### src/rtl/cfm_pkg.sv
// Package: shared types, codes and constants of the continuity link monitor.
`default_nettype none
package cfm_pkg;

  localparam int MAX_LINKS_DEF   = 4;
  localparam int QUEUE_DEPTH_DEF = 4;
  localparam int HB_LIMIT        = 4;

  localparam logic [15:0] ETYPE_CFM     = 16'h8902;
  localparam logic [7:0]  CFM_OP_CCM    = 8'h01;
  localparam logic [12:0] EP_MASK       = 13'h1FFF;
  localparam logic [15:0] INTERVAL_RST  = 16'd100;
  localparam logic [15:0] TIMEOUT_RST   = 16'd350;
  localparam logic [2:0]  LEVEL_RST     = 3'd5;
  localparam logic [15:0] AGE_MAX       = 16'hFFFF;

  typedef enum logic [1:0] {
    OP_TICK  = 2'd0,
    OP_FRAME = 2'd1,
    OP_PROV  = 2'd2,
    OP_NONE  = 2'd3
  } cfm_op_t;

  typedef enum logic [1:0] {
    RX_NONE     = 2'd0,
    RX_LEARNED  = 2'd1,
    RX_REFRESH  = 2'd2,
    RX_MISMATCH = 2'd3
  } cfm_rx_t;

  typedef enum logic {
    EV_STATUS    = 1'b0,
    EV_HEARTBEAT = 1'b1
  } cfm_ev_t;

  typedef enum logic [1:0] {
    REG_INTERVAL = 2'd0,
    REG_TIMEOUT  = 2'd1,
    REG_LEVEL    = 2'd2
  } cfm_reg_t;

  typedef enum logic [1:0] {
    FS_IDLE,
    FS_EXEC,
    FS_EMIT,
    FS_STATUS
  } cfm_fstate_t;

  typedef struct packed {
    logic [1:0]  opcode;
    logic [1:0]  link_index;
    logic        frame_long_enough;
    logic [15:0] ether_type;
    logic [7:0]  level_version;
    logic [7:0]  cfm_opcode;
    logic [15:0] endpoint_id;
    logic [47:0] source_address;
    logic [47:0] local_address;
    logic [47:0] peer_address;
    logic        link_enable;
  } cfm_in_t;

  typedef struct packed {
    logic        event_kind;
    logic [1:0]  link_number;
    logic [31:0] sequence_res;
    logic        unicast;
    logic [47:0] destination;
    logic [12:0] own_endpoint;
    logic [1:0]  rx_outcome;
    logic [3:0]  up_mask;
    logic        last_item;
  } cfm_out_t;

  typedef struct packed {
    logic [15:0] interval_ms;
    logic [15:0] timeout_ms;
    logic [2:0]  watched_level;
  } cfm_cfg_t;

  // Endpoint derived from an address: low 13 bits, with zero mapped to one.
  function automatic logic [12:0] endpoint_of(input logic [47:0] addr);
    logic [12:0] e;
    e = addr[12:0] & EP_MASK;
    return (e == 13'd0) ? 13'd1 : e;
  endfunction

endpackage
`default_nettype wire

### src/rtl/cfm_front.sv
// Front part: accepts transactions, updates link state and queues results.
`default_nettype none
module cfm_front #(
  parameter int MAX_LINKS = cfm_pkg::MAX_LINKS_DEF
) (
  input  wire                 clk,
  input  wire                 rst,
  input  cfm_pkg::cfm_cfg_t   cfg,
  input  wire                 in_valid,
  output logic                in_stall,
  input  cfm_pkg::cfm_in_t    in_data,
  output logic                push,
  output cfm_pkg::cfm_out_t   push_data,
  input  wire                 full
);
  localparam int IW = (MAX_LINKS > 1) ? $clog2(MAX_LINKS) : 1;

  cfm_pkg::cfm_fstate_t state, state_next;
  cfm_pkg::cfm_in_t     item;
  logic [1:0]           rx_reg;
  logic [IW-1:0]        idx;
  logic [2:0]           cnt;

  logic [47:0] peer_mac       [MAX_LINKS];
  logic [15:0] peer_endpoint  [MAX_LINKS];
  logic [15:0] receive_age    [MAX_LINKS];
  logic [31:0] tx_sequence    [MAX_LINKS];
  logic [12:0] local_endpoint [MAX_LINKS];
  logic [MAX_LINKS-1:0] peer_known, link_alive, link_active;
  logic [15:0] since_heartbeat;

  logic [15:0] age_inc [MAX_LINKS];
  logic [15:0] since_inc;
  logic        fire, li_ok, frame_ok, hb_needed, advance, is_last;
  logic [IW-1:0] rd_idx;
  logic [3:0]  mask;

  assign in_stall = (state != cfm_pkg::FS_IDLE);
  assign li_ok    = ({30'd0, item.link_index} < MAX_LINKS);
  assign rd_idx   = (state == cfm_pkg::FS_EMIT) ? idx : IW'(item.link_index);
  assign is_last  = (idx == IW'(MAX_LINKS - 1));

  always_comb begin
    for (int i = 0; i < MAX_LINKS; i++) begin
      age_inc[i] = (receive_age[i] == cfm_pkg::AGE_MAX) ? receive_age[i]
                                                        : receive_age[i] + 16'd1;
    end
    since_inc = (since_heartbeat == cfm_pkg::AGE_MAX) ? since_heartbeat
                                                      : since_heartbeat + 16'd1;
    mask = 4'd0;
    for (int i = 0; i < 4; i++) begin
      if (i < MAX_LINKS) mask[i] = link_active[i] && link_alive[i];
    end
  end

  assign fire = (since_inc >= cfg.interval_ms);
  assign frame_ok = item.frame_long_enough && (item.ether_type == cfm_pkg::ETYPE_CFM) &&
                    (item.level_version[7:5] == cfg.watched_level) &&
                    (item.cfm_opcode == cfm_pkg::CFM_OP_CCM) && li_ok &&
                    link_active[rd_idx];
  assign hb_needed = link_active[rd_idx] && (cnt < 3'(cfm_pkg::HB_LIMIT));
  assign advance   = !hb_needed || !full;

  always_ff @(posedge clk) begin
    if (rst) state <= cfm_pkg::FS_IDLE;
    else     state <= state_next;
  end

  always_comb begin
    state_next = state;
    push       = 1'b0;
    push_data  = '0;
    unique case (state)
      cfm_pkg::FS_IDLE: begin
        if (in_valid) state_next = cfm_pkg::FS_EXEC;
      end
      cfm_pkg::FS_EXEC: begin
        if (item.opcode == cfm_pkg::OP_TICK && fire) state_next = cfm_pkg::FS_EMIT;
        else state_next = cfm_pkg::FS_STATUS;
      end
      cfm_pkg::FS_EMIT: begin
        push                   = hb_needed && !full;
        push_data.event_kind   = cfm_pkg::EV_HEARTBEAT;
        push_data.link_number  = 2'(idx);
        push_data.sequence_res = tx_sequence[rd_idx];
        push_data.unicast      = peer_known[rd_idx];
        push_data.destination  = peer_known[rd_idx] ? peer_mac[rd_idx] : 48'd0;
        push_data.own_endpoint = local_endpoint[rd_idx];
        push_data.up_mask      = mask;
        if (advance && is_last) state_next = cfm_pkg::FS_STATUS;
      end
      cfm_pkg::FS_STATUS: begin
        push                  = !full;
        push_data.event_kind  = cfm_pkg::EV_STATUS;
        push_data.link_number = (item.opcode == cfm_pkg::OP_FRAME ||
                                 item.opcode == cfm_pkg::OP_PROV) ? item.link_index : 2'd0;
        push_data.rx_outcome  = rx_reg;
        push_data.up_mask     = mask;
        push_data.last_item   = 1'b1;
        if (!full) state_next = cfm_pkg::FS_IDLE;
      end
      default: state_next = cfm_pkg::FS_IDLE;
    endcase
  end

  always_ff @(posedge clk) begin
    if (state == cfm_pkg::FS_IDLE && in_valid) item <= in_data;
  end

  always_ff @(posedge clk) begin
    if (rst) begin
      for (int i = 0; i < MAX_LINKS; i++) begin
        peer_mac[i]       <= '0;
        peer_endpoint[i]  <= '0;
        receive_age[i]    <= '0;
        tx_sequence[i]    <= '0;
        local_endpoint[i] <= '0;
      end
      peer_known      <= '0;
      link_alive      <= '1;
      link_active     <= '0;
      since_heartbeat <= '0;
      rx_reg          <= cfm_pkg::RX_NONE;
      idx             <= '0;
      cnt             <= '0;
    end else begin
      unique case (state)
        cfm_pkg::FS_EXEC: begin
          idx    <= '0;
          cnt    <= '0;
          rx_reg <= cfm_pkg::RX_NONE;
          case (item.opcode)
            cfm_pkg::OP_TICK: begin
              for (int i = 0; i < MAX_LINKS; i++) begin
                receive_age[i] <= age_inc[i];
                // Health is settled up front so every heartbeat sees the final mask.
                if (fire && link_active[i]) begin
                  if (!peer_known[i]) link_alive[i] <= 1'b1;
                  else if (age_inc[i] > cfg.timeout_ms) link_alive[i] <= 1'b0;
                end
              end
              since_heartbeat <= fire ? 16'd0 : since_inc;
            end
            cfm_pkg::OP_FRAME: begin
              if (frame_ok) begin
                if (!peer_known[rd_idx]) begin
                  peer_mac[rd_idx]      <= item.source_address;
                  peer_endpoint[rd_idx] <= item.endpoint_id;
                  peer_known[rd_idx]    <= 1'b1;
                  link_alive[rd_idx]    <= 1'b1;
                  receive_age[rd_idx]   <= '0;
                  rx_reg                <= cfm_pkg::RX_LEARNED;
                end else if (peer_endpoint[rd_idx] == item.endpoint_id &&
                             peer_mac[rd_idx] == item.source_address) begin
                  link_alive[rd_idx]  <= 1'b1;
                  receive_age[rd_idx] <= '0;
                  rx_reg              <= cfm_pkg::RX_REFRESH;
                end else begin
                  rx_reg <= cfm_pkg::RX_MISMATCH;
                end
              end
            end
            cfm_pkg::OP_PROV: begin
              if (li_ok) begin
                local_endpoint[rd_idx] <= cfm_pkg::endpoint_of(item.local_address);
                if (item.peer_address != 48'd0) begin
                  peer_mac[rd_idx]      <= item.peer_address;
                  peer_endpoint[rd_idx] <= {3'd0, cfm_pkg::endpoint_of(item.peer_address)};
                  peer_known[rd_idx]    <= 1'b1;
                end else begin
                  peer_mac[rd_idx]      <= '0;
                  peer_endpoint[rd_idx] <= '0;
                  peer_known[rd_idx]    <= 1'b0;
                end
                receive_age[rd_idx] <= '0;
                tx_sequence[rd_idx] <= '0;
                link_alive[rd_idx]  <= 1'b1;
                link_active[rd_idx] <= item.link_enable;
              end
            end
            default: ;
          endcase
        end
        cfm_pkg::FS_EMIT: begin
          if (advance) begin
            idx <= idx + IW'(1);
            if (link_active[rd_idx]) tx_sequence[rd_idx] <= tx_sequence[rd_idx] + 32'd1;
            if (push) cnt <= cnt + 3'd1;
          end
        end
        default: ;
      endcase
    end
  end
endmodule
`default_nettype wire

### src/rtl/cfm_queue.sv
// Short result queue between the front part and the output stage.
`default_nettype none
module cfm_queue #(
  parameter int DEPTH = cfm_pkg::QUEUE_DEPTH_DEF
) (
  input  wire                clk,
  input  wire                rst,
  input  wire                push,
  input  cfm_pkg::cfm_out_t  push_data,
  output logic               full,
  input  wire                pop,
  output cfm_pkg::cfm_out_t  head,
  output logic               empty
);
  localparam int PW = (DEPTH > 1) ? $clog2(DEPTH) : 1;
  localparam int CW = $clog2(DEPTH + 1);

  cfm_pkg::cfm_out_t mem [DEPTH];
  logic [PW-1:0] wr_ptr, rd_ptr;
  logic [CW-1:0] count;

  assign full  = (count == CW'(DEPTH));
  assign empty = (count == '0);
  assign head  = mem[rd_ptr];

  always_ff @(posedge clk) begin
    if (push) mem[wr_ptr] <= push_data;
  end

  always_ff @(posedge clk) begin
    if (rst) begin
      wr_ptr <= '0;
      rd_ptr <= '0;
      count  <= '0;
    end else begin
      if (push) wr_ptr <= (wr_ptr == PW'(DEPTH - 1)) ? '0 : wr_ptr + PW'(1);
      if (pop)  rd_ptr <= (rd_ptr == PW'(DEPTH - 1)) ? '0 : rd_ptr + PW'(1);
      if (push && !pop) count <= count + CW'(1);
      else if (pop && !push) count <= count - CW'(1);
    end
  end
endmodule
`default_nettype wire

### src/rtl/cfm_out_stage.sv
// Output register that drains the result queue onto the output channel.
`default_nettype none
module cfm_out_stage (
  input  wire                clk,
  input  wire                rst,
  input  wire                empty,
  input  cfm_pkg::cfm_out_t  head,
  output logic               pop,
  output logic               out_valid,
  input  wire                out_stall,
  output cfm_pkg::cfm_out_t  out_data
);
  assign pop = !empty && (!out_valid || !out_stall);

  always_ff @(posedge clk) begin
    if (rst) out_valid <= 1'b0;
    else if (!out_valid || !out_stall) out_valid <= !empty;
  end

  always_ff @(posedge clk) begin
    if (pop) out_data <= head;
  end
endmodule
`default_nettype wire

### src/rtl/cfm_continuity_link_monitor.sv
// Top level of the continuity-check link monitor.
//
// Channel   Direction  Handshake          Payload
// in        input      in_valid/in_stall  cfm_in_t, one tick, frame, provision or none
// out       output     out_valid/out_stall cfm_out_t, heartbeats then one status
// cfg       input      cfg_valid/cfg_ready cfg_index, cfg_data (16 bit)
//
// An input transaction passes three steps in the front part (accept, execute,
// queue the status); a tick that fires a heartbeat round adds a step per link
// slot (MAX_LINKS), as the front walks the links through its single table port.
// Reset is synchronous and active high; it resets all link state and loads the
// register defaults (interval 100, timeout 350, level 5).
// The front stalls its input from acceptance until the status is queued, and that
// stretches while the queue is full; the output register keeps draining the queue
// independently of the front.
`default_nettype none
module cfm_continuity_link_monitor #(
  parameter int MAX_LINKS   = cfm_pkg::MAX_LINKS_DEF,
  parameter int QUEUE_DEPTH = cfm_pkg::QUEUE_DEPTH_DEF
) (
  input  wire                clk,
  input  wire                rst,
  input  wire                in_valid,
  output logic               in_stall,
  input  cfm_pkg::cfm_in_t   in_data,
  output logic               out_valid,
  input  wire                out_stall,
  output cfm_pkg::cfm_out_t  out_data,
  input  wire                cfg_valid,
  output logic               cfg_ready,
  input  wire [1:0]          cfg_index,
  input  wire [15:0]         cfg_data
);
  cfm_pkg::cfm_cfg_t  cfg;
  cfm_pkg::cfm_out_t  push_data, head;
  logic               q_push, q_full, q_pop, q_empty;

  // Registers are always writable; software must write them only while idle, which the block does not enforce.
  assign cfg_ready = 1'b1;

  always_ff @(posedge clk) begin
    if (rst) begin
      cfg.interval_ms   <= cfm_pkg::INTERVAL_RST;
      cfg.timeout_ms    <= cfm_pkg::TIMEOUT_RST;
      cfg.watched_level <= cfm_pkg::LEVEL_RST;
    end else if (cfg_valid && cfg_ready) begin
      case (cfg_index)
        cfm_pkg::REG_INTERVAL: cfg.interval_ms   <= cfg_data;
        cfm_pkg::REG_TIMEOUT:  cfg.timeout_ms    <= cfg_data;
        cfm_pkg::REG_LEVEL:    cfg.watched_level <= cfg_data[2:0];
        default: ;
      endcase
    end
  end

  // Front part: classifies each transaction, updates state, queues results.
  cfm_front #(.MAX_LINKS(MAX_LINKS)) u_front (
    .clk       (clk),
    .rst       (rst),
    .cfg       (cfg),
    .in_valid  (in_valid),
    .in_stall  (in_stall),
    .in_data   (in_data),
    .push      (q_push),
    .push_data (push_data),
    .full      (q_full)
  );

  cfm_queue #(.DEPTH(QUEUE_DEPTH)) u_queue (
    .clk       (clk),
    .rst       (rst),
    .push      (q_push),
    .push_data (push_data),
    .full      (q_full),
    .pop       (q_pop),
    .head      (head),
    .empty     (q_empty)
  );

  // Back part: output register fed from the queue.
  cfm_out_stage u_out (
    .clk       (clk),
    .rst       (rst),
    .empty     (q_empty),
    .head      (head),
    .pop       (q_pop),
    .out_valid (out_valid),
    .out_stall (out_stall),
    .out_data  (out_data)
  );

  a_no_push_full: assert property (@(posedge clk) disable iff (rst)
    !(q_push && q_full && !q_pop)) else $error("push into a full queue");

  a_no_pop_empty: assert property (@(posedge clk) disable iff (rst)
    !(q_pop && q_empty)) else $error("pop from an empty queue");

  a_busy_after_accept: assert property (@(posedge clk) disable iff (rst)
    (in_valid && !in_stall) |=> in_stall) else $error("front took two transactions");

endmodule
`default_nettype wire

### config.mk
export PLATFORM = sky130hd
export DESIGN_NAME = cfm_continuity_link_monitor
export DESIGN_NICKNAME = d
export VERILOG_FILES = /design/src/rtl/cfm_pkg.sv /design/src/rtl/cfm_front.sv /design/src/rtl/cfm_queue.sv /design/src/rtl/cfm_out_stage.sv /design/src/rtl/cfm_continuity_link_monitor.sv
export SDC_FILE = /design/constraint.sdc
export NUM_CORES = 2
export LEC_CHECK = 0
export ABC_AREA = 1
export CORE_UTILIZATION = 55
export DETAILED_ROUTE_END_ITERATION = 8
export DONT_BUFFER_PORTS = 1
export GPL_TIMING_DRIVEN = 0
export PLACE_DENSITY = 0.7
export SYNTH_ARGS = -nofsm -noshare
export SYNTH_HDL_FRONTEND = slang
export SYNTH_SLANG_ARGS = --single-unit
### constraint.sdc
create_clock -name clk -period 24.3 [get_ports clk]
set_clock_uncertainty 0.15 [all_clocks]
set_input_delay 2.43 -clock clk [delete_from_list [all_inputs] [get_ports clk]]
set_output_delay 2.43 -clock clk [all_outputs]
set_load 0.05 [all_outputs]
# Yosys cells after proc, flatten, opt, wreduce, memory -nomap -nowiden
# Memory sizes are Yosys's and may differ from the RTL's. A register that Yosys moved wholly into a read port is not among the register bits.
# Cells that the tools add are included.
[word_totals] register_bits=243 ramBits=916 inputBits=221 out_inout_bits=107 elab_cells=298 n_memories=6
[op_classes] add_sub_neg=12 n_lt_le_gt_ge=8 n_eq_ne=37 n_mux=128 bitwise_logic=15 n_reduce_logical=63
[memory_table] name="u_queue.mem" depth=4 width=104 read_ports=1 rd_clocked_by_memory_dff=1 write_ports=1 line_no="cfm_queue.sv:18" source="cfm_pkg::cfm_out_t mem [DEPTH];"
[memory_table] name="u_front.peer_mac" depth=4 width=48 read_ports=1 rd_clocked_by_memory_dff=0 write_ports=4 line_no="cfm_front.sv:24" source="logic [47:0] peer_mac [MAX_LINKS];"
[memory_table] name="u_front.tx_sequence" depth=4 width=32 read_ports=1 rd_clocked_by_memory_dff=0 write_ports=4 line_no="cfm_front.sv:27" source="logic [31:0] tx_sequence [MAX_LINKS];"
[memory_table] name="u_front.peer_endpoint" depth=4 width=16 read_ports=1 rd_clocked_by_memory_dff=0 write_ports=4 line_no="cfm_front.sv:25" source="logic [15:0] peer_endpoint [MAX_LINKS];"
[memory_table] name="u_front.receive_age" depth=4 width=16 read_ports=4 rd_clocked_by_memory_dff=0 write_ports=4 line_no="cfm_front.sv:26" source="logic [15:0] receive_age [MAX_LINKS];"
[memory_table] name="u_front.local_endpoint" depth=4 width=13 read_ports=1 rd_clocked_by_memory_dff=0 write_ports=4 line_no="cfm_front.sv:28" source="logic [12:0] local_endpoint [MAX_LINKS];"
[ops] cell="16-bit two-way mux" n=16
[ops] cell="48-bit two-way mux" n=4
[ops] cell="16-bit == test (second input constant)" n=6
[ops] cell="94-bit two-way mux" n=1
[ops] cell="16-bit by 1-bit adder with 16-bit output (second input constant)" n=5
[ops] cell="16-bit > comparator" n=4
[ops] cell="32-bit two-way mux" n=2
[ops] cell="1-bit two-way mux" n=63
[ops] cell="48-bit == test" n=1
[ops] cell="48-bit nonzero test" n=1
[ops] cell="48-bit OR reduction" n=1
[ops] cell="13-bit two-way mux" n=3
[ops] cell="2-bit two-way mux" n=17
[ops] cell="32-bit by 1-bit adder with 32-bit output (second input constant)" n=1
[ops] cell="16-bit OR reduction" n=2
[ops] cell="32-bit OR reduction" n=1
[ops] cell="4-bit two-way mux" n=7
[ops] cell="13-bit zero test" n=2
[ops] cell="6-bit AND reduction" n=4
[ops] cell="1-bit logical AND" n=22
[ops] cell="16-bit == test" n=1
[ops] cell="16-bit >= comparator" n=1
[ops] cell="2-bit inequality test (second input constant)" n=8
[ops] cell="3-bit inequality test (second input constant)" n=5
[ops] cell="other kinds (37)" n=85

# Depth between registers and ports, before layout
# An unclocked memory read counts as a cell.
[depth] word_depth=16 depth_mapped=24 mapped_depth_nobuf=24

# Cells and area by module
# A second synthesis with hierarchy kept.
[unflattened] cells_unflattened=5569 area_unflattened_um2=56613.0
[by_module_without_submodules] module="cfm_front" instances=1 cells_each=4186 area_per_inst_um2=35974.5 seq_area_each_um2=19859.0
[by_module_without_submodules] module="cfm_queue" instances=1 cells_each=1064 area_per_inst_um2=16024.1 seq_area_each_um2=12672.2
[by_module_without_submodules] module="cfm_out_stage" instances=1 cells_each=108 area_per_inst_um2=3160.5 seq_area_each_um2=3143.0
[by_module_without_submodules] module="cfm_continuity_link_monitor" instances=1 cells_each=211 area_per_inst_um2=1453.9 seq_area_each_um2=700.7

# Least setup slack after synthesis
# No wires, ideal clock.
[synth_path] path_type="input -> register" from="input out_stall" to="register u_queue.count[1]" setup_time_ns=0.116 arrival_ns=9.411 required_ns=24.034 setup_slack_ns=14.623 path_stages=9 n_path_buf=0 cell_sequence="nand2_1 -> inv_1 -> a21oi_1 -> inv_1 -> ha_1 -> inv_1 -> fa_1 -> o21ai_0 -> nor2_1"
[synth_between] elab_chain_cells=6 word_cells_on_any_way=8 cone_classes="mux (1); reduce/logical (7)"
[synth_lines] item="start, declared" line_no="cfm_continuity_link_monitor.sv:27" source="input wire out_stall,"
[synth_lines] item="1-bit zero test *" line_no="cfm_out_stage.sv:13" source="assign pop = !empty && (!out_valid || !out_stall);"
[synth_lines] item="1-bit logical OR *" line_no="cfm_out_stage.sv:13"
[synth_lines] item="1-bit logical AND *" line_no="cfm_out_stage.sv:13"
[synth_lines] item="net q_pop" line_no="cfm_continuity_link_monitor.sv:36" source="logic q_push, q_full, q_pop, q_empty;"
[synth_lines] item="1-bit zero test" line_no="cfm_queue.sv:38" source="if (push && !pop) count <= count + CW'(1);"
[synth_lines] item="1-bit logical AND" line_no="cfm_queue.sv:38"
[synth_lines] item="3-bit two-way mux / 2-bit nonzero test (equally long branches)"
[synth_lines] item="end signal, assigned" line_no="cfm_queue.sv:38"
[synth_lines] item="end signal, assigned" line_no="cfm_queue.sv:39" source="else if (pop && !push) count <= count - CW'(1);"
[synth_lines] item="end, declared" line_no="cfm_queue.sv:20" source="logic [CW-1:0] count;"
# Mark *: on every way through the listed nets, which the timed path passes. The rest lies on a longest branch.
# A chain may end at the register's enable or synchronous reset.

==> flow_summary.ini <==
[logic_synthesis]
ys_ff_latch = 1258
muxShareOfSynthArea = 0
synth_area_um2 = 55700
synthSimpleGateAreaFrac = 0.1693
avgSynthCellArea_um2 = 10.20
synth_compound_area_frac = 0.08774
post-synth-top-area-fraction = 0.6006
synth.largest_area_cell = edfxtp_1
ys_types = 59
synth_top_family_by_area = simple AND/OR/NAND/NOR gates
ys_seq_area_frac = 0.6523
synth.area.top_cells = edfxtp_1, nand2_1, nor2_1, dfxtp_1, inv_1
syn-num-nets = 5785
yosysWarnings = 0
async_flop_share = 0
synth-xor-area-share = 0.007076
yosys_most_used_dff = edfxtp_1
synth_adder_area_share = 0.02350
synth_edf_count = 1114
syn_inst = 5460

[power]
max-vdd-ir-drop_mv = 0.09243
power_mw = 7.099
p_sw_mw = 2.752
leakage_nw = 24.67
combPwrFrac = 0.266
p_int_mw = 4.347
power_density_nw_per_um2 = 114.0
pwr-share-clk = 0.283
pwr-share-seq = 0.451
p_sw_frac = 0.3877

[placed_design]
gp_congestion = 0.9339
hpwlAfterDp_um = 108300
place.port_buffers = 0

[global_routing]
grt_pass1_wl_um = 229400
grt.overflow.total = 0
grt_max_degree = 107
grt_pass1_vias = 37996
track_usage = 0.3010
antenna_found_initial = 7

[floorplanning]
die-area_um2 = 102500
initial_core_util = 0.5562
core_area_um2 = 100100
dieHeight_um = 320.2
dieWidth_um = 320.2
std_cell_rows = 116
ios = 328

[routing]
routed_wirelength_um = 156100
drc = 0
routedWlPerCell_um = 22.24
via_per_inst = 5.794
ant_nets = 0
drt-initial-drc-count = 4981
first_pass_iters = 6
vias = 40683

[sta]
rsz0062_at_grt = no
fin_crit_sh = 0.2668
fin_setup_tns_ns = 0
fmax_ghz = 0.1542
worstMarginPinSlew_ns = 1.420
finalHoldViolCount = 0
maxSlewViolCount = 0
post-route-min-period_ns = 6.484
slew_headroom = 0.05331
setup_viol = 0

[run_status]
status = completed

[finish]
drive_gt1_frac = 0.05837
regMostFlops = u_queue.mem
final_common_cell = edfxtp_1
area_growth_syn_to_layout_pct = 11.76
largest_reg_flops = 416
reg_top3 = u_queue.mem x416, u_front.peer_mac x192, u_front.item x158
layout_common_cells = edfxtp_1, nand2_1, nor2_1, inv_1, o21ai_0
fill_cells = 8028
nNetsFinal = 5945
fin_util = 0.6216

[critical_path]
crit_path_end_kind = register
rrSetupSlack_ns = 18.92
crit_path_max_fanout = 35
rr_startpoint = u_front.state[0]
r2r_end = u_front.peer_mac[1][6]
cp.required_ns = 24.61
path_class = in -> reg
cp.arrival_ns = 6.79
rr_worst_depth = 18
start_kind = input pin

[clock_network]
cts_setup_buffers = 0
clock_latency_ns = 0.76
cts_buffers = 134
cts_tree = yes
ctsHoldBuffers = 0
cts.path.max_buffers = 3
clock-sinks = 1258
ctsResizeCount = 0
cts-root-buf = clkbuf_16
path_clk_slew_ns = 0.05
htree_levels = 4

[job]
maxCapViolations = 0

[worst_hold_path]
hp-class = reg -> reg
hold_end = u_front.cnt[2]
hp-start = u_front.cnt[2]
hold_depth = 1
==> worst max-delay path by stage <==
stage	from	endpoint	slack (ns)	cells after the start
floorplan	out_stall	u_queue.count[1]	14.62	9
global placement	out_stall	u_queue.count[1]	10.67	9
detailed placement	rst	u_front.peer_mac[2][41]	17.31	11
CTS	rst	u_front.peer_mac[2][43]	18.01	11
global route	rst	u_front.peer_mac[2][43]	17.78	11
finish	rst	u_front.peer_mac[1][6]	17.82	11
==> per-stage QoR <==
step / cells / hold slack [ns] / setup slack (ns) / instance area (um2)
2_1_floorplan: 5460 / 0.2615 / 14.62 / 55700
4_1_cts: 7020 / 0.2929 / 18.01 / 62250
6_report: 7021 / 0.2958 / 17.82 / 62250
5_1_grt: 7020 / 0.3137 / 17.78 / 62250
3_3_place_gp: 6758 / 0.2749 / 10.67 / 57320
3_5_place_dp: 6782 / 0.2800 / 17.31 / 57940
==> synthesized netlist by cell type, types with 2 or more instances <==
cell	number
edfxtp_1	1114
nand2_1	1080
nor2_1	903
inv_1	609
o21ai_0	392
a21oi_1	179
nand3_1	173
clkbuf_1	166
o22ai_1	157
dfxtp_1	144
ha_1	103
a22oi_1	84
buf_2	52
nor3_1	50
nand4_1	43
xor2_1	30
nand3b_1	26
nor4_1	16
xnor2_1	15
o211ai_1	12
nor3_2	11
buf_1	10
buf_4	9
inv_2	9
a21boi_1	7
o21a_1	6
a21boi_0	5
a31oi_1	4
nand2_2	4
or2_2	4
clkinv_1	3
nor2_2	3
o21ai_1	3
o31ai_1	3
a31o_2	2
buf_6	2
nand2_4	2
nand3_2	2
nor3b_1	2
o21bai_1	2
==> per-layer routing <==
layer | GRT usage | vias up | routed length, um
met1 | 0.4058 | 19384 | 62060
li1 | - | 18862 | -
met3 | 0.05752 | 368 | 15170
met5 | 0 | - | 27
met2 | 0.4796 | 2065 | 72360
met4 | 0.1267 | 4 | 6490
==> kinds of logic (layout without fill, tap and decap cells) <==
group                      count (synthesis)  count (layout)
and+or+nand+nor                         2326            2326
buffers and inverters                    860            1122
adders and majority gates                104             104
DFF                                     1258            1258
other                                      1               2
xor gates and xnor gates                  45              45
AOI/OAI and AO/OA                        866             866
==> worst max-delay path, cell delays in order <==
cell and delay [ns]:
clkbuf_1 0.71, clkinv_1 0.67, nand2_1 0.33, inv_1 0.11
a31oi_1 0.47, inv_2 0.24, nand2_1 0.20, buf_2 0.36
buf_2 0.40, nand2_4 0.41, buf_12 0.39
==> power groups by stage <==
stage                     sequential, mW  combinational, mW  clock, mW
after global routing                3.22               2.03       2.10
final                               3.20               1.89       2.01
after detailed placement            3.24               1.84          0
after floorplan                     3.23               1.09          0
after global placement              3.31               1.77          0
after CTS                           3.20               1.86       2.02
==> area by class of cell <==
type | count | area [um2] | area share
buffer | 239 | 1011 | 0.01624
clock buffer | 166 | 3545 | 0.05694
antenna | 1 | 2.502 | 0.00004020
timing repair buffer | 24 | 525.5 | 0.008442
sequential | 1258 | 36330 | 0.5837
clock inverter | 72 | 762.0 | 0.01224
multi-input combinational | 3342 | 16110 | 0.2588
inverter | 621 | 2336 | 0.03753
tap | 1298 | 1624 | 0.02609
(Power assumes the default switching activity.)
